### config.mk
export PLATFORM = sky130hd
export DESIGN_NAME = link_monitor_frame_receiver
export DESIGN_NICKNAME = d
export VERILOG_FILES = /design/src/rtl/lmfr_pkg.sv /design/src/rtl/link_monitor_frame_receiver.sv /design/src/rtl/lmfr_front.sv /design/src/rtl/lmfr_queue.sv /design/src/rtl/lmfr_back.sv
export SDC_FILE = /design/constraint.sdc
export NUM_CORES = 1
export LEC_CHECK = 0
export BUFFER_PORTS_ARGS = -buffer_cell sky130_fd_sc_hd__buf_2
export CAP_MARGIN = 25
export CORE_MARGIN = 4
export CORE_UTILIZATION = 60
export DETAILED_ROUTE_END_ITERATION = 6
export GPL_ROUTABILITY_DRIVEN = 0
export PLACE_DENSITY = 0.75
export SYNTH_ARGS = -nofsm -noshare
export SYNTH_HDL_FRONTEND = slang
export SYNTH_SLANG_ARGS = --single-unit
### constraint.sdc
create_clock -name clock -period 12.3 [get_ports clock]
set_clock_uncertainty 0.2 [all_clocks]
set_input_delay 0.615 -clock clock [delete_from_list [all_inputs] [get_ports clock]]
set_output_delay 0.615 -clock clock [all_outputs]
set_load 0.01 [all_outputs]
### src/rtl/lmfr_pkg.sv
// ----------------------------------------------------------------------------
// lmfr_pkg: shared types and constants for the link monitor frame receiver
// Holds the command format passed from the front end to the back end,
// request and result codes, and the configuration register indexes.
// ----------------------------------------------------------------------------
`default_nettype none

package lmfr_pkg;

   // Request kinds
   localparam logic REQ_TICK = 1'b0;
   localparam logic REQ_BYTE = 1'b1;

   // Configuration register indexes
   localparam logic REG_HEADER = 1'b0;
   localparam logic REG_LIMIT  = 1'b1;

   // Reset values of the configuration registers
   localparam logic [7:0] HEADER_RESET = 8'h69;
   localparam logic [7:0] LIMIT_RESET  = 8'd5;

   // Result event kinds
   localparam logic [1:0] KIND_FRAME_BYTE = 2'd0;
   localparam logic [1:0] KIND_CKSUM_ERR  = 2'd1;
   localparam logic [1:0] KIND_LINK_LOST  = 2'd2;
   localparam logic [1:0] KIND_CONNECTED  = 2'd3;

   // Width of the byte index result field
   localparam int IDX_BITS = 6;

   // Command queue between front and back end
   localparam int QUEUE_DEPTH = 4;
   localparam int QPTR_W      = $clog2(QUEUE_DEPTH);

   typedef enum logic [2:0] {
      OP_STORE,   // write one frame byte into the store
      OP_RUN,     // write the checksum byte, then emit the stored frame
      OP_CKERR,   // report a checksum mismatch
      OP_LOST,    // report link lost
      OP_CONN     // report link connected
   } cmd_op_type;

   typedef struct packed {
      cmd_op_type          op;
      logic [7:0]          data;
      logic [IDX_BITS-1:0] idx;
      logic [7:0]          sum;
   } cmd_type;

   typedef enum logic [1:0] {
      BK_IDLE,
      BK_READ,
      BK_SEND
   } back_state_type;

endpackage

`default_nettype wire

### src/rtl/link_monitor_frame_receiver.sv
// Throughput: one transaction per cycle while the 4-entry command queue has room;
// a good frame replays its FRAME_BYTES bytes one at a time, each as a store read then a send.
// Replay holds the back end, so the queue fills and stalls input after 4 commands.
// Reset: synchronous, active high; clears link state, counters, queue and output valid.
// The frame store needs no clearing; only bytes written in the current frame are read.
// ----------------------------------------------------------------------------
// link_monitor_frame_receiver: link monitor and status frame receiver
// Tracks radio lock from periodic samples and collects XOR-checked frames
// from a serial byte stream, reporting link events and verified frames.
// ----------------------------------------------------------------------------
`default_nettype none

module link_monitor_frame_receiver #(
   parameter int FRAME_BYTES = 16
) (
   input  wire         clock,
   input  wire         reset,
   input  wire         csr_we,
   input  wire         csr_index,
   input  wire  [7:0]  csr_data,
   input  wire         req_valid,
   output logic        req_ready,
   input  wire         req_type,
   input  wire         req_lock_level,
   input  wire  [7:0]  req_rx_byte,
   output logic        rsp_valid,
   input  wire         rsp_ready,
   output logic [1:0]  rsp_event_kind,
   output logic [7:0]  rsp_data_byte,
   output logic [5:0]  rsp_byte_index,
   output logic [7:0]  rsp_computed_sum,
   output logic        rsp_last_in_run
);

   logic               cmd_push;
   lmfr_pkg::cmd_type  cmd_in;
   logic               q_full;
   logic               q_valid;
   lmfr_pkg::cmd_type  q_data;
   logic               q_pop;

   lmfr_front #(
      .FRAME_BYTES(FRAME_BYTES)
   ) u_front (
      .clock          (clock),
      .reset          (reset),
      .csr_we         (csr_we),
      .csr_index      (csr_index),
      .csr_data       (csr_data),
      .req_valid      (req_valid),
      .req_ready      (req_ready),
      .req_type       (req_type),
      .req_lock_level (req_lock_level),
      .req_rx_byte    (req_rx_byte),
      .q_full         (q_full),
      .cmd_push       (cmd_push),
      .cmd_data       (cmd_in)
   );

   lmfr_queue u_queue (
      .clock     (clock),
      .reset     (reset),
      .push      (cmd_push),
      .push_data (cmd_in),
      .full      (q_full),
      .pop       (q_pop),
      .out_valid (q_valid),
      .out_data  (q_data)
   );

   lmfr_back #(
      .FRAME_BYTES(FRAME_BYTES)
   ) u_back (
      .clock            (clock),
      .reset            (reset),
      .cmd_valid        (q_valid),
      .cmd_data         (q_data),
      .cmd_pop          (q_pop),
      .rsp_valid        (rsp_valid),
      .rsp_ready        (rsp_ready),
      .rsp_event_kind   (rsp_event_kind),
      .rsp_data_byte    (rsp_data_byte),
      .rsp_byte_index   (rsp_byte_index),
      .rsp_computed_sum (rsp_computed_sum),
      .rsp_last_in_run  (rsp_last_in_run)
   );

endmodule

`default_nettype wire

### src/rtl/lmfr_front.sv
// ----------------------------------------------------------------------------
// lmfr_front: transaction classifier and link/frame tracker
// Holds configuration, link state, loss counter, frame position and the
// running XOR; turns each accepted transaction into at most one command.
// ----------------------------------------------------------------------------
`default_nettype none

module lmfr_front #(
   parameter int FRAME_BYTES = 16
) (
   input  wire                   clock,
   input  wire                   reset,
   input  wire                   csr_we,
   input  wire                   csr_index,
   input  wire [7:0]             csr_data,
   input  wire                   req_valid,
   output logic                  req_ready,
   input  wire                   req_type,
   input  wire                   req_lock_level,
   input  wire [7:0]             req_rx_byte,
   input  wire                   q_full,
   output logic                  cmd_push,
   output lmfr_pkg::cmd_type     cmd_data
);

   localparam int IDX_W = $clog2(FRAME_BYTES);
   localparam logic [IDX_W-1:0] LAST_POS = IDX_W'(FRAME_BYTES - 1);

   logic [7:0]       header_ff;
   logic [7:0]       limit_ff;
   logic             link_down_ff, link_down_in;
   logic [7:0]       low_cnt_ff, low_cnt_in;
   logic [IDX_W-1:0] pos_ff, pos_in;
   logic [7:0]       xor_ff, xor_in;
   logic [7:0]       low_cnt_inc;
   logic             accept;

   // Configuration registers
   always_ff @(posedge clock) begin
      if (reset) begin
         header_ff <= lmfr_pkg::HEADER_RESET;
         limit_ff  <= lmfr_pkg::LIMIT_RESET;
      end else if (csr_we) begin
         if (csr_index == lmfr_pkg::REG_HEADER) begin
            header_ff <= csr_data;
         end else begin
            limit_ff <= csr_data;
         end
      end
   end

   // Accept whenever the command queue has room
   assign req_ready = !q_full;
   assign accept    = req_valid && req_ready;

   // Saturating increment of the low sample count
   assign low_cnt_inc = (low_cnt_ff == 8'hFF) ? low_cnt_ff : low_cnt_ff + 8'd1;

   // Classify the transaction and update link and frame state
   always_comb begin
      link_down_in  = link_down_ff;
      low_cnt_in    = low_cnt_ff;
      pos_in        = pos_ff;
      xor_in        = xor_ff;
      cmd_push      = 1'b0;
      cmd_data.op   = lmfr_pkg::OP_STORE;
      cmd_data.data = req_rx_byte;
      cmd_data.idx  = lmfr_pkg::IDX_BITS'(pos_ff);
      cmd_data.sum  = xor_ff;
      if (accept) begin
         if (req_type == lmfr_pkg::REQ_TICK) begin
            if (!req_lock_level) begin
               if (!link_down_ff) begin
                  low_cnt_in = low_cnt_inc;
                  if (low_cnt_inc >= limit_ff) begin
                     link_down_in = 1'b1;
                     pos_in       = '0;
                     xor_in       = 8'd0;
                     cmd_push     = 1'b1;
                     cmd_data.op  = lmfr_pkg::OP_LOST;
                  end
               end
            end else if (link_down_ff) begin
               low_cnt_in   = 8'd0;
               link_down_in = 1'b0;
               cmd_push     = 1'b1;
               cmd_data.op  = lmfr_pkg::OP_CONN;
            end
         end else if (!link_down_ff) begin
            if (pos_ff == '0) begin
               // hunt for the header byte
               if (req_rx_byte == header_ff) begin
                  cmd_push = 1'b1;
                  xor_in   = req_rx_byte;
                  pos_in   = IDX_W'(1);
               end
            end else if (pos_ff == LAST_POS) begin
               // checksum byte closes the frame
               cmd_push    = 1'b1;
               cmd_data.op = (xor_ff == req_rx_byte) ? lmfr_pkg::OP_RUN
                                                     : lmfr_pkg::OP_CKERR;
               pos_in      = '0;
               xor_in      = 8'd0;
            end else begin
               cmd_push = 1'b1;
               xor_in   = xor_ff ^ req_rx_byte;
               pos_in   = pos_ff + IDX_W'(1);
            end
         end
      end
   end

   // State registers
   always_ff @(posedge clock) begin
      if (reset) begin
         link_down_ff <= 1'b0;
         low_cnt_ff   <= 8'd0;
         pos_ff       <= '0;
         xor_ff       <= 8'd0;
      end else begin
         link_down_ff <= link_down_in;
         low_cnt_ff   <= low_cnt_in;
         pos_ff       <= pos_in;
         xor_ff       <= xor_in;
      end
   end

endmodule

`default_nettype wire

### src/rtl/lmfr_queue.sv
// ----------------------------------------------------------------------------
// lmfr_queue: short command queue
// Decouples the front end from the back end so each side stalls on its own.
// ----------------------------------------------------------------------------
`default_nettype none

module lmfr_queue (
   input  wire                clock,
   input  wire                reset,
   input  wire                push,
   input  lmfr_pkg::cmd_type  push_data,
   output logic               full,
   input  wire                pop,
   output logic               out_valid,
   output lmfr_pkg::cmd_type  out_data
);

   localparam logic [lmfr_pkg::QPTR_W:0] DEPTH = (lmfr_pkg::QPTR_W + 1)'(lmfr_pkg::QUEUE_DEPTH);

   lmfr_pkg::cmd_type               q_ff [lmfr_pkg::QUEUE_DEPTH];
   logic [lmfr_pkg::QPTR_W-1:0]     wr_ptr_ff, rd_ptr_ff;
   logic [lmfr_pkg::QPTR_W:0]       count_ff;
   logic                            do_push, do_pop;

   assign full      = (count_ff == DEPTH);
   assign out_valid = (count_ff != '0);
   assign out_data  = q_ff[rd_ptr_ff];
   assign do_push   = push && !full;
   assign do_pop    = pop && out_valid;

   // Store pushed commands
   always_ff @(posedge clock) begin
      if (do_push) begin
         q_ff[wr_ptr_ff] <= push_data;
      end
   end

   // Advance pointers and occupancy
   always_ff @(posedge clock) begin
      if (reset) begin
         wr_ptr_ff <= '0;
         rd_ptr_ff <= '0;
         count_ff  <= '0;
      end else begin
         if (do_push) begin
            wr_ptr_ff <= wr_ptr_ff + lmfr_pkg::QPTR_W'(1);
         end
         if (do_pop) begin
            rd_ptr_ff <= rd_ptr_ff + lmfr_pkg::QPTR_W'(1);
         end
         if (do_push && !do_pop) begin
            count_ff <= count_ff + (lmfr_pkg::QPTR_W + 1)'(1);
         end else if (do_pop && !do_push) begin
            count_ff <= count_ff - (lmfr_pkg::QPTR_W + 1)'(1);
         end
      end
   end

endmodule

`default_nettype wire

### src/rtl/lmfr_back.sv
// ----------------------------------------------------------------------------
// lmfr_back: command executor and result register
// Owns the frame store, writes frame bytes, emits events and replays a
// verified frame one byte at a time through a registered output stage.
// ----------------------------------------------------------------------------
`default_nettype none

module lmfr_back #(
   parameter int FRAME_BYTES = 16
) (
   input  wire                          clock,
   input  wire                          reset,
   input  wire                          cmd_valid,
   input  lmfr_pkg::cmd_type            cmd_data,
   output logic                         cmd_pop,
   output logic                         rsp_valid,
   input  wire                          rsp_ready,
   output logic [1:0]                   rsp_event_kind,
   output logic [7:0]                   rsp_data_byte,
   output logic [lmfr_pkg::IDX_BITS-1:0] rsp_byte_index,
   output logic [7:0]                   rsp_computed_sum,
   output logic                         rsp_last_in_run
);

   localparam int IDX_W = $clog2(FRAME_BYTES);
   localparam logic [IDX_W-1:0] LAST_POS = IDX_W'(FRAME_BYTES - 1);

   logic [7:0]                     mem [FRAME_BYTES];
   logic [7:0]                     rd_data_ff;
   logic                           mem_we;

   lmfr_pkg::back_state_type       state_ff, state_in;
   logic [IDX_W-1:0]               cnt_ff, cnt_in;
   logic [7:0]                     sum_ff, sum_in;

   logic                           valid_ff, valid_in;
   logic [1:0]                     kind_ff, kind_in;
   logic [7:0]                     data_ff, data_in;
   logic [lmfr_pkg::IDX_BITS-1:0]  idx_ff, idx_in;
   logic [7:0]                     osum_ff, osum_in;
   logic                           last_ff, last_in;
   logic                           load;
   logic                           out_free;

   assign out_free = !valid_ff || rsp_ready;

   // Frame store: one write port, one registered read port
   always_ff @(posedge clock) begin
      if (mem_we) begin
         mem[cmd_data.idx[IDX_W-1:0]] <= cmd_data.data;
      end
      rd_data_ff <= mem[cnt_ff];
   end

   // Sequence commands and build results
   always_comb begin
      state_in = state_ff;
      cnt_in   = cnt_ff;
      sum_in   = sum_ff;
      cmd_pop  = 1'b0;
      mem_we   = 1'b0;
      load     = 1'b0;
      kind_in  = lmfr_pkg::KIND_FRAME_BYTE;
      data_in  = 8'd0;
      idx_in   = '0;
      osum_in  = 8'd0;
      last_in  = 1'b1;
      unique case (state_ff)
         lmfr_pkg::BK_IDLE: begin
            if (cmd_valid) begin
               unique case (cmd_data.op)
                  lmfr_pkg::OP_STORE: begin
                     mem_we  = 1'b1;
                     cmd_pop = 1'b1;
                  end
                  lmfr_pkg::OP_RUN: begin
                     mem_we   = 1'b1;
                     cmd_pop  = 1'b1;
                     sum_in   = cmd_data.sum;
                     cnt_in   = '0;
                     state_in = lmfr_pkg::BK_READ;
                  end
                  lmfr_pkg::OP_CKERR: begin
                     if (out_free) begin
                        load    = 1'b1;
                        cmd_pop = 1'b1;
                        kind_in = lmfr_pkg::KIND_CKSUM_ERR;
                        data_in = cmd_data.data;
                        idx_in  = cmd_data.idx;
                        osum_in = cmd_data.sum;
                     end
                  end
                  lmfr_pkg::OP_LOST: begin
                     if (out_free) begin
                        load    = 1'b1;
                        cmd_pop = 1'b1;
                        kind_in = lmfr_pkg::KIND_LINK_LOST;
                     end
                  end
                  lmfr_pkg::OP_CONN: begin
                     if (out_free) begin
                        load    = 1'b1;
                        cmd_pop = 1'b1;
                        kind_in = lmfr_pkg::KIND_CONNECTED;
                     end
                  end
                  default: begin
                     // drop codes that carry no meaning
                     cmd_pop = 1'b1;
                  end
               endcase
            end
         end
         lmfr_pkg::BK_READ: begin
            // read data lands in rd_data_ff at the next edge
            state_in = lmfr_pkg::BK_SEND;
         end
         lmfr_pkg::BK_SEND: begin
            if (out_free) begin
               load    = 1'b1;
               kind_in = lmfr_pkg::KIND_FRAME_BYTE;
               data_in = rd_data_ff;
               idx_in  = lmfr_pkg::IDX_BITS'(cnt_ff);
               osum_in = sum_ff;
               last_in = (cnt_ff == LAST_POS);
               if (cnt_ff == LAST_POS) begin
                  state_in = lmfr_pkg::BK_IDLE;
               end else begin
                  cnt_in   = cnt_ff + IDX_W'(1);
                  state_in = lmfr_pkg::BK_READ;
               end
            end
         end
         default: begin
            state_in = lmfr_pkg::BK_IDLE;
         end
      endcase
      valid_in = load ? 1'b1 : (rsp_ready ? 1'b0 : valid_ff);
   end

   // Control registers
   always_ff @(posedge clock) begin
      if (reset) begin
         state_ff <= lmfr_pkg::BK_IDLE;
         cnt_ff   <= '0;
         sum_ff   <= 8'd0;
         valid_ff <= 1'b0;
      end else begin
         state_ff <= state_in;
         cnt_ff   <= cnt_in;
         sum_ff   <= sum_in;
         valid_ff <= valid_in;
      end
   end

   // Result payload register
   always_ff @(posedge clock) begin
      if (load) begin
         kind_ff <= kind_in;
         data_ff <= data_in;
         idx_ff  <= idx_in;
         osum_ff <= osum_in;
         last_ff <= last_in;
      end
   end

   assign rsp_valid        = valid_ff;
   assign rsp_event_kind   = kind_ff;
   assign rsp_data_byte    = data_ff;
   assign rsp_byte_index   = idx_ff;
   assign rsp_computed_sum = osum_ff;
   assign rsp_last_in_run  = last_ff;

endmodule

`default_nettype wire
==> results_dict.tcl, run 1 <==
set metrics [dict create \
    worst_ir_drop_vdd_v 0.0000999 \
    async_reset_ff_frac 0 \
    ctsHtreeMaxLevel 1 \
    timing.hold.worst.class "input pin to flip-flop" \
    layout_worst_path_cycle_share 0.405 \
    commonest_cells_in_the_netlist "243 x sky130_fd_sc_hd__edfxtp_1, 69 x sky130_fd_sc_hd__dfxtp_1, 63 x sky130_fd_sc_hd__mux4_2, 61 x sky130_fd_sc_hd__nand2_1, 58 x sky130_fd_sc_hd__nor2_1" \
    rows 53 \
    worst_setup_hold_path_clk_slew_ps 60 \
    clock_path_buffers 3 \
    grt_pass1_vias 7150 \
    first_iter_violations 902 \
    detailedPlace.worstSlack_ps 7430 \
    synth_top_area_frac 0.572 \
    core_region_area_sq_um 21000 \
    postSynthRegisterBits 312 \
    leakage_power_uw 0.00484 \
    finalSetupViolCount 0 \
    synth_cell_types 64 \
    grt_pass1_wl_mm 40.6 \
    slew_viol_final 0 \
    ys.flop_type "sky130_fd_sc_hd__edfxtp_1" \
    dieArea_sq_um 23700 \
    yosys.area.top_type "sky130_fd_sc_hd__edfxtp_1" \
    largest_register_ffs 128 \
    via_per_inst 6.35 \
    synth_compound_gate_area_share 0.0724 \
    synth_cells 805 \
    cts_sinks 312 \
    ys.warnings.count 0 \
    post_cts_resize_count 0 \
    cts_bufs_inserted 31 \
    startpoint_type "flip-flop" \
    fill_cells 1369 \
    run_status "finished, final reports clean" \
    finalHoldViolations 0 \
    io_buffers 48 \
    max_frequency_mhz 201 \
    cp.required_ps 12570 \
    number_of_antenna_violations_at_the_first_check_in_global_routing 0 \
    worstPathMaxFanout 14 \
    num_vias 7359 \
    hpwl_mm 16.8 \
    period_minus_slack_ps 4990 \
    cts_post_setup_buffers_inserted 0 \
    area_delta_synth_final_pct 12.2 \
    yosys.area_share.adder 0.0182 \
    yosys-top-cells-area "sky130_fd_sc_hd__edfxtp_1 57%, sky130_fd_sc_hd__mux4_2 11%, sky130_fd_sc_hd__dfxtp_1 11%" \
    grt_setup_unrepaired "no" \
    synthXorXnorAreaFrac 0.0165 \
    io_pins 51 \
    die_width_microns 154 \
    post_synth_and_or_nand_nor_area_fraction 0.0709 \
    setup_total_negative_slack_ps 0 \
    post_synth_design_cell_area_sq_um 12800 \
    synth_most_common_cell "sky130_fd_sc_hd__edfxtp_1" \
    grt_util_all_layers 0.217 \
    synth-edff-count 243 \
    timing.hold.ws_ps 105 \
    diodes 0 \
    seq_area_frac_synth 0.680 \
    die_y_microns 154 \
    initial_cell_density_of_the_core 0.609 \
    drt_pre_antenna_iters 5 \
    power.density_cell_area_nw_per_um2 189 \
    placement.cell_area_sq_um 13200 \
    end_kind "flip-flop" \
    layout.cell_area.non_filler_sq_um 14300 \
    drive_gt1_frac 0.211 \
    holdBufCountCts 0 \
    number_of_placed_instances_with_taps_included 1096 \
    final_critical_path_setup_slack_ps 7310 \
    ant_nets 0 \
    instances_no_fill 1158 \
    final_routed_wirelength_mm 25.8 \
    layout.nets 900 \
    timing_worst_setup_path_type "flip-flop to flip-flop" \
    worst-slew-pin-transition_ps 917 \
    dominant_combinational_cell_family_by_area_after_synthesis "multiplexers" \
    synth_mux_area_frac 0.121 \
    clock_latency_ps 550 \
    avgRoutedWirePerCell_microns 22.3 \
    cp.arrival_ps 5260 \
    post-route-drc-count 0 \
    grt.overflow.total 0 \
    tritoncts_clock_tree "done" \
    maxCapViolCount 0 \
    grt_start_max_net_pins 47 \
    post_synth.cell_area_avg_sq_um 15.9 \
    relSlewSlack 0.387 \
    clockRootBuffer "sky130_fd_sc_hd__clkbuf_16" \
]
## per-stage QoR
step / util / power (uW)
2_1_floorplan: - / 1660
3_3_place_gp: 0.630 / 1790
3_5_place_dp: 0.630 / 1810
4_1_cts: 0.678 / 2720
5_1_grt: 0.683 / 2820
6_report: 0.683 / 2710
## cell type report
type | count | area, sq um | area share
sequential | 312 | 8680 | 0.606
multi-input combinational | 434 | 3820 | 0.267
clock inverter | 17 | 159 | 0.0111
timing repair buffer | 57 | 373 | 0.0261
tap | 275 | 344 | 0.0240
inverter | 22 | 82.6 | 0.00577
clock buffer | 41 | 853 | 0.0596
## critical path, stage by stage, from the launching register on
cell,delay [ps]
sky130_fd_sc_hd__dfxtp_1,430
sky130_fd_sc_hd__ha_1,290
sky130_fd_sc_hd__and2_1,200
sky130_fd_sc_hd__nand4_1,340
sky130_fd_sc_hd__xnor2_1,300
sky130_fd_sc_hd__ha_1,250
sky130_fd_sc_hd__nand2b_1,140
sky130_fd_sc_hd__a2111o_1,450
sky130_fd_sc_hd__a311o_1,370
sky130_fd_sc_hd__a21boi_2,620
sky130_fd_sc_hd__a21oi_2,230
sky130_fd_sc_hd__ha_1,280
sky130_fd_sc_hd__inv_1,90
sky130_fd_sc_hd__fa_1,190
sky130_fd_sc_hd__xor2_1,80
sky130_fd_sc_hd__or3_1,310
sky130_fd_sc_hd__a21oi_1,140
## power breakdown
part	total (uW)	switching [uW]	internal, uW
Clock	919	387	532
Combinational	499	315	184
Sequential	1290	25.4	1270
## cell families after synthesis
kind of cell,Yosys count
DFF,312
and+or+nand+nor,189
AOI/OAI and AO/OA,126
muxes,75
buffers and inverters,60
xor gates and xnor gates,24
adders and majority gates,18
other,1
## per-layer routing
layer / global-route usage / routed length [microns] / vias to the layer above
met1: 0.324 / 10900 / 3702
met2: 0.352 / 12400 / 359
met4: 0.0429 / 410 / 0
met5: 0 / 0 / -
li1: - / - / 3252
met3: 0.0293 / 2100 / 46
## worst paths after layout
kind                         start  slack [ps]  cells past startpoint                   to
min                    csr_data[0]         100                      3  u_front.limit_ff[0]
max          u_front.low_cnt_ff[0]        7310                     16  u_queue.count_ff[2]
min reg2reg    u_front.limit_ff[7]         260                      2  u_front.limit_ff[7]
max reg2reg  u_front.low_cnt_ff[0]        7310                     16  u_queue.count_ff[2]
## layout by cell type (no fill, tap or decap), drive strengths merged, types with 3 or more instances in the layout
| cell | Yosys | final |
|---|---|---|
| clkinv | 1 | 13 |
| nor2b | 6 | 6 |
| xor2 | 11 | 11 |
| mux2i | 10 | 10 |
| xnor2 | 13 | 13 |
| nor3b | 4 | 4 |
| nor4 | 4 | 4 |
| buf | 13 | 56 |
| a22o | 14 | 14 |
| ha | 17 | 17 |
| mux4 | 63 | 63 |
| clkbuf | 25 | 42 |
| edfxtp | 243 | 243 |
| and2 | 8 | 8 |
| or3b | 3 | 3 |
| o21a | 5 | 5 |
| a21oi | 24 | 24 |
| nor2 | 60 | 60 |
| nand3 | 11 | 11 |
| nand2 | 61 | 61 |
| o32ai | 5 | 5 |
| a2bb2oi | 8 | 8 |
| inv | 21 | 22 |
| nor3 | 7 | 7 |
| dfxtp | 69 | 69 |
| o311a | 8 | 8 |
| a41o | 8 | 8 |
| a22oi | 6 | 6 |
| o21ai | 27 | 27 |
| o31ai | 3 | 3 |
| or3 | 8 | 8 |
| nand2b | 7 | 7 |
| nand4 | 5 | 5 |
Note: power is estimated with default switching activity, not from simulation.
==> inputs of run 2 (changes only) <==
--- a/config.mk
+++ b/config.mk
@@ -5,6 +5,7 @@
 export SDC_FILE = /design/constraint.sdc
 export NUM_CORES = 1
 export LEC_CHECK = 0
+export ABC_AREA = 1
 export BUFFER_PORTS_ARGS = -buffer_cell sky130_fd_sc_hd__buf_2
 export CAP_MARGIN = 25
 export CORE_MARGIN = 4
==> constraint.sdc (replaced) <==
create_clock -name clock -period 5.2 [get_ports clock]
set_clock_uncertainty 0.2 [all_clocks]
set_input_delay 0.26 -clock clock [delete_from_list [all_inputs] [get_ports clock]]
set_output_delay 0.26 -clock clock [all_outputs]
set_load 0.01 [all_outputs]
==> run 2 against run 1 <==
  * Routed wire length increased by 13%
  * Cell area up 3.3%
  * Critical path depth grew 9
  * Synthesized cell count rose by 46%
==> results_dict.tcl, run 2 <==
set metrics [dict create \
    startpoint_type "flip-flop" \
    layout.nets 1290 \
    ys.flop_type "sky130_fd_sc_hd__edfxtp_1" \
    seq_area_frac_synth 0.668 \
    drive_gt1_frac 0.121 \
    worst_setup_hold_path_clk_slew_ps 60 \
    placement.cell_area_sq_um 13500 \
    post-route-drc-count 0 \
    synth_top_area_frac 0.562 \
    synth_cells 1174 \
    io_pins 51 \
    post_synth.cell_area_avg_sq_um 11.1 \
    io_buffers 48 \
    post_cts_resize_count 0 \
    dieArea_sq_um 24100 \
    critical-path-top-delay-family "simple AND/OR/NAND/NOR gates" \
    first_iter_violations 705 \
    commonest_cells_in_the_netlist "243 x sky130_fd_sc_hd__edfxtp_1, 177 x sky130_fd_sc_hd__nand2_1, 168 x sky130_fd_sc_hd__nor2_1, 115 x sky130_fd_sc_hd__o21ai_0, 74 x sky130_fd_sc_hd__nand3_1" \
    ant_nets 0 \
    initial_cell_density_of_the_core 0.614 \
    synth_cell_types 44 \
    max_frequency_mhz 251 \
    timing.hold.ws_ps 41.8 \
    period_minus_slack_ps 3990 \
    number_of_antenna_violations_at_the_first_check_in_global_routing 0 \
    rows 53 \
    synth-edff-count 243 \
    clockRootBuffer "sky130_fd_sc_hd__clkbuf_16" \
    crit_top_cell "sky130_fd_sc_hd__nand2_1" \
    finalHoldViolations 0 \
    timing.hold.worst.class "input pin to flip-flop" \
    synth_most_common_cell "sky130_fd_sc_hd__edfxtp_1" \
    post_synth_design_cell_area_sq_um 13000 \
    grt_start_max_net_pins 67 \
    slowest_delay_ps 450 \
    final_routed_wirelength_mm 29.2 \
    yosys.area.top_type "sky130_fd_sc_hd__edfxtp_1" \
    cp.required_ps 5470 \
    run_status "finished, final reports clean" \
    end_kind "flip-flop" \
    clock_path_buffers 3 \
    worst_ir_drop_vdd_v 0.000275 \
    async_reset_ff_frac 0 \
    slew_viol_final 0 \
    num_vias 9135 \
    area_delta_synth_final_pct 13.8 \
    ys.warnings.count 0 \
    maxCapViolCount 0 \
    worstPathMaxFanout 9 \
    cp.arrival_ps 4260 \
    core_region_area_sq_um 21200 \
    layout_worst_path_cycle_share 0.767 \
    layout_commonest_cell "sky130_fd_sc_hd__edfxtp_1" \
    avgRoutedWirePerCell_microns 18.9 \
    hpwl_mm 18.2 \
    layout.cell_area.non_filler_sq_um 14800 \
    grt_pass1_wl_mm 46.1 \
    relSlewSlack 0.320 \
    largest_register_ffs 128 \
    grt_pass1_vias 8684 \
    yosys-top-cells-area "sky130_fd_sc_hd__edfxtp_1 56%, sky130_fd_sc_hd__dfxtp_1 11%, sky130_fd_sc_hd__nand2_1 5.1%" \
    grt.overflow.total 0 \
    critPathBufInv 2 \
    tritoncts_clock_tree "done" \
    setup_total_negative_slack_ps 0 \
    timing_worst_setup_path_type "flip-flop to flip-flop" \
    final_core_utilization 0.699 \
    ctsHtreeMaxLevel 1 \
    die_width_microns 155 \
    cts_sinks 312 \
    die_y_microns 155 \
    cp_slowest_cell "sky130_fd_sc_hd__fa_1" \
    clock_latency_ps 560 \
    power.density_cell_area_nw_per_um2 544 \
    worst-slew-pin-transition_ps 1020 \
    diodes 0 \
    grt_setup_unrepaired "no" \
    leakage_power_uw 0.00546 \
    mostFrequentLayoutCells "243 x sky130_fd_sc_hd__edfxtp_1, 177 x sky130_fd_sc_hd__nand2_1, 164 x sky130_fd_sc_hd__nor2_1" \
    grt_util_all_layers 0.242 \
    via_per_inst 5.90 \
    finalSetupViolCount 0 \
    postSynthRegisterBits 312 \
    drt_pre_antenna_iters 6 \
    cts_bufs_inserted 31 \
]
==> run 2: path summary, 6_finish.rpt <==
kind,depth (start not counted),to,slack (ps),startpoint
min,5,u_front.pos_ff[1],40,req_valid
min reg2reg,2,u_back.sum_ff[1],260,u_back.sum_ff[1]
max,25,u_queue.count_ff[2],1210,u_front.low_cnt_ff[0]
max reg2reg,25,u_queue.count_ff[2],1210,u_front.low_cnt_ff[0]
==> run 2: layer usage <==
layer  up-vias  part of all wire  global-route usage  routed length (microns)
met5         -                 0                   0                        0
met4         0             0.020              0.0652                      586
met3        51             0.087              0.0384                     2550
met2       439              0.48               0.390                    14000
met1      4342              0.41               0.347                    12100
li1       4303                 -                   -                        -
==> run 2: cells by family after synthesis <==
group | count (synthesis) | share of synthesized area
other | 1 | 0.000289
AND/OR/NAND/NOR | 449 | 0.147
buffers and inverters | 126 | 0.0395
adder cells (fa/ha/maj) | 18 | 0.0179
AO/OA/AOI/OAI | 246 | 0.113
flip-flops | 312 | 0.668
XOR/XNOR | 22 | 0.0148
==> run 2: area by class of cell <==
class	count	area, sq um
Sequential cell	312	8680
Timing Repair Buffer	93	661
Multi-Input combinational cell	737	3810
Fill cell	1474	6370
Clock buffer	34	787
Inverter	73	279
Tap cell	275	344
Clock inverter	23	220
==> run 2: worst reg2reg max path, stage by stage, from the launching register on <==
cell                      delay (ps)
sky130_fd_sc_hd__dfxtp_1         400
sky130_fd_sc_hd__ha_1            220
sky130_fd_sc_hd__nand2_1         100
sky130_fd_sc_hd__nor3_2          240
sky130_fd_sc_hd__nand3_2         240
sky130_fd_sc_hd__nand2_1         170
sky130_fd_sc_hd__o21ai_2          80
sky130_fd_sc_hd__ha_1            310
sky130_fd_sc_hd__nand2_1          70
sky130_fd_sc_hd__nand2_1          50
sky130_fd_sc_hd__nand2_1          50
sky130_fd_sc_hd__nand2_1          50
sky130_fd_sc_hd__nand2_1          50
sky130_fd_sc_hd__nand3_1         140
sky130_fd_sc_hd__nand2_1          70
sky130_fd_sc_hd__nand2_1         130
sky130_fd_sc_hd__nand2_1         180
sky130_fd_sc_hd__inv_1           100
sky130_fd_sc_hd__ha_1            140
sky130_fd_sc_hd__inv_1            80
sky130_fd_sc_hd__fa_1            450
sky130_fd_sc_hd__nor2_1          110
sky130_fd_sc_hd__nor2_1           40
sky130_fd_sc_hd__nand2_1          70
sky130_fd_sc_hd__o21ai_0          70
sky130_fd_sc_hd__a21oi_1         120
==> run 2: repair_timing <==
item,CTS,global route
hold buffers,25,0
hold endpoints to repair,63,0
buffers inserted,0,0
==> run 2: power breakdown <==
part,internal (uW),total (uW),switching (uW)
Sequential,3290,3470,180
Clock,1290,2200,911
Combinational,641,2370,1730
Total,5220,8040,2820
==> run 2: per-stage QoR <==
stage | power (uW) | worst slack, ps | std cells
CTS | 8010 | 1250 | 1546
finish | 8040 | 1210 | 1547
detailed placement | 5810 | 1300 | 1464
global placement | 5750 | 1460 | 1464
global route | 8440 | 794 | 1547
floorplan | 4990 | 1470 | 1175
==> inputs of run 3 (changes only) <==
--- a/config.mk
+++ b/config.mk
@@ -9,10 +9,10 @@
 export BUFFER_PORTS_ARGS = -buffer_cell sky130_fd_sc_hd__buf_2
 export CAP_MARGIN = 25
 export CORE_MARGIN = 4
-export CORE_UTILIZATION = 60
+export CORE_UTILIZATION = 55
 export DETAILED_ROUTE_END_ITERATION = 6
 export GPL_ROUTABILITY_DRIVEN = 0
-export PLACE_DENSITY = 0.75
+export PLACE_DENSITY = 0.72
 export SYNTH_ARGS = -nofsm -noshare
 export SYNTH_HDL_FRONTEND = slang
 export SYNTH_SLANG_ARGS = --single-unit
==> constraint.sdc (replaced) <==
create_clock -name clock -period 3.4 [get_ports clock]
set_clock_uncertainty 0.2 [all_clocks]
set_input_delay 0.17 -clock clock [delete_from_list [all_inputs] [get_ports clock]]
set_output_delay 0.17 -clock clock [all_outputs]
set_load 0.01 [all_outputs]
==> run 3 against run 2 <==
  * Sequential power is 52% higher
  * Utilization down 2.9 points
  * Critical path depth down 6
  * Flip-flop and latch count is the same
  * Via count is 0.38% higher
  * Register-to-register slack got worse by 1000 ps
  * Combinational power up 62%
  * Critical path type unchanged
  * Largest power group unchanged
  * Highest routed layer unchanged
==> results_dict.tcl, run 3 (same netlist as run 2, synthesis figures left out) <==
set metrics [dict create \
    final_routed_wirelength_mm 29.3 \
    crit_top_cell "sky130_fd_sc_hd__nand2_2" \
    via_per_inst 5.60 \
    io_pins 51 \
    dieArea_sq_um 26100 \
    layout.cell_area.non_filler_sq_um 15400 \
    grt_pass1_vias 8607 \
    hpwl_mm 18.4 \
    startpoint_type "flip-flop" \
    number_of_placed_instances_with_taps_included 1535 \
    worst-slew-pin-transition_ps 652 \
    final_critical_path_setup_slack_ps 198 \
    core_region_area_sq_um 22900 \
    layout_worst_path_cycle_share 0.942 \
    finalHoldViolations 0 \
    leakage_power_uw 0.00573 \
    cp.arrival_ps 3420 \
    initial_cell_density_of_the_core 0.567 \
    tritoncts_clock_tree "done" \
    layout.nets 1342 \
    io_buffers 48 \
    mostFrequentLayoutCells "243 x sky130_fd_sc_hd__edfxtp_1, 172 x sky130_fd_sc_hd__nand2_1, 161 x sky130_fd_sc_hd__nor2_1" \
    finalPower_uw 12400 \
    rows 55 \
    worst_setup_hold_path_clk_slew_ps 50 \
    cell_chain_critical_path "nand3_2 > nor2_2 > nand3_1 > xor2_1 > nand2_2 > ha_4 > nand2_4 > nor2_4 > nand4_1 > nand3_1 > nand2_1 > nand2_2 > nand2_2 > inv_2 > ha_4 > inv_2 > fa_2 > o21ai_1 > a21oi_1" \
    worst_ir_drop_vdd_v 0.000364 \
    worstPathMaxFanout 5 \
    avgRoutedWirePerCell_microns 17.9 \
    r2r_cells 19 \
    run_status "finished, final reports clean" \
    first_iter_violations 900 \
    grt-busiest-layer "met2" \
    clock_path_buffers 3 \
    post-route-drc-count 0 \
    die_width_microns 162 \
    slew_viol_final 0 \
    clock_latency_ps 500 \
    timing.hold.worst.class "input pin to flip-flop" \
    num_vias 9170 \
    layout_commonest_cell "sky130_fd_sc_hd__edfxtp_1" \
    hold-path-cell-count 3 \
    detailedPlace.worstSlack_ps -61.5 \
    period_minus_slack_ps 3200 \
    area_delta_synth_final_pct 18.2 \
    grtUsageMet3 0.0444 \
    timing.hold.ws_ps 34.8 \
    number_of_antenna_violations_at_the_first_check_in_global_routing 0 \
    grt.overflow.total 0 \
    min_delay_endpoint "u_queue.q_ff[0][21]" \
    rr_startpoint "u_front.low_cnt_ff[2]" \
    globalRouteMet2Util 0.348 \
    power.density_cell_area_nw_per_um2 808 \
    ant_nets 0 \
    end_kind "flip-flop" \
    cts_sinks 312 \
    holdCritStartpoint "req_valid" \
    fill_cells 1630 \
    placement.cell_area_sq_um 13800 \
    cp_slowest_cell "sky130_fd_sc_hd__fa_2" \
    die_y_microns 162 \
    slowest_delay_ps 510 \
    cp.required_ps 3620 \
    grt_pass1_wl_mm 45.8 \
    instances_no_fill 1637 \
    largest_register_ffs 128 \
    grt_util_all_layers 0.222 \
    setup.reg_to_reg.worst_slack_ps 200 \
    ctsHtreeMaxLevel 2 \
    diodes 0 \
    drive_gt1_frac 0.159 \
    drt_pre_antenna_iters 5 \
    clockRootBuffer "sky130_fd_sc_hd__clkbuf_16" \
    grtUsageMet1 0.318 \
    max_frequency_mhz 312 \
    timing_worst_setup_path_type "flip-flop to flip-flop" \
    maxCapViolCount 0 \
    grt_start_max_net_pins 46 \
    rr_endpoint "u_queue.count_ff[1]" \
    cts_bufs_inserted 34 \
    finalSetupViolCount 0 \
    relSlewSlack 0.565 \
]
==> run 3: cell count changes in the layout (fill, tap and decap cells not counted), sizes merged <==
cell         before  now
buf              68  112
clkbuf           34   49
clkinv           20   13
dlygate4sd3      25   30
bufinv            4    0
clkinvlp          2    0
inv              70   71
==> run 3: cell type report <==
class	count	area, sq um	area share
Inverter	73	279	0.0182
Sequential cell	312	8690	0.566
Tap cell	313	392	0.0255
Timing Repair Buffer	142	1070	0.0700
Multi-Input combinational cell	737	3920	0.255
Clock inverter	11	56.3	0.00367
Clock buffer	49	948	0.0618
==> run 3: how the worst max path moves through the flow <==
| stage | startpoint | end | slack (ps) | cells after the start |
|---|---|---|---|---|
| 3_3_place_gp | u_front.low_cnt_ff[1] | u_queue.count_ff[2] | 40 | 23 |
| 4_1_cts | u_front.low_cnt_ff[1] | u_queue.count_ff[2] | 2 | 26 |
| 2_1_floorplan | u_front.low_cnt_ff[0] | u_queue.q_ff[0][0] | -300 | 18 |
| 5_1_grt | u_front.low_cnt_ff[2] | u_queue.count_ff[2] | -50 | 22 |
| 3_5_place_dp | u_front.low_cnt_ff[1] | u_queue.count_ff[2] | -60 | 23 |
| 6_report | u_front.low_cnt_ff[2] | u_queue.count_ff[1] | 200 | 19 |
==> run 3: through the flow <==
stage	TNS (ps)	util
finish	0	0.670
global route	-92.3	0.670
CTS	0	0.662
detailed placement	-61.5	0.604
global placement	0	0.604
floorplan	-27510	-
==> run 3: worst max-delay path: cells and delay by family, from the launching register on <==
kind / cells / cell delay (ps)
compound gates: 2 / 210
flops: 1 / 450
buf+inv: 2 / 110
xor+xnor: 1 / 190
fa+ha+maj: 3 / 930
simple gates: 11 / 1050
==> run 3: per-layer routing <==
| metal | share of wire | up-vias |
|---|---|---|
| met5 | 0 | - |
| met4 | 0.026 | 0 |
| met3 | 0.081 | 59 |
| met2 | 0.46 | 346 |
| met1 | 0.44 | 4357 |
| li1 | - | 4408 |
==> run 3: what timing repair did <==
action,in CTS,in global routing
hold endpoints to repair,81,0
pin swaps,3,17
setup buffers,0,12
hold buffers,30,0
gates resized for setup,6,23
endpoints found under the setup margin,2,3
==> run 3: power breakdown <==
group / leakage (uW) / internal, uW / total, uW / switching, uW
sequential: 0.00279 / 5020 / 5270 / 246
combinational: 0.00245 / 1110 / 3830 / 2720
clock: 0.000492 / 1940 / 3310 / 1370
total: 0.00573 / 8070 / 12400 / 4340
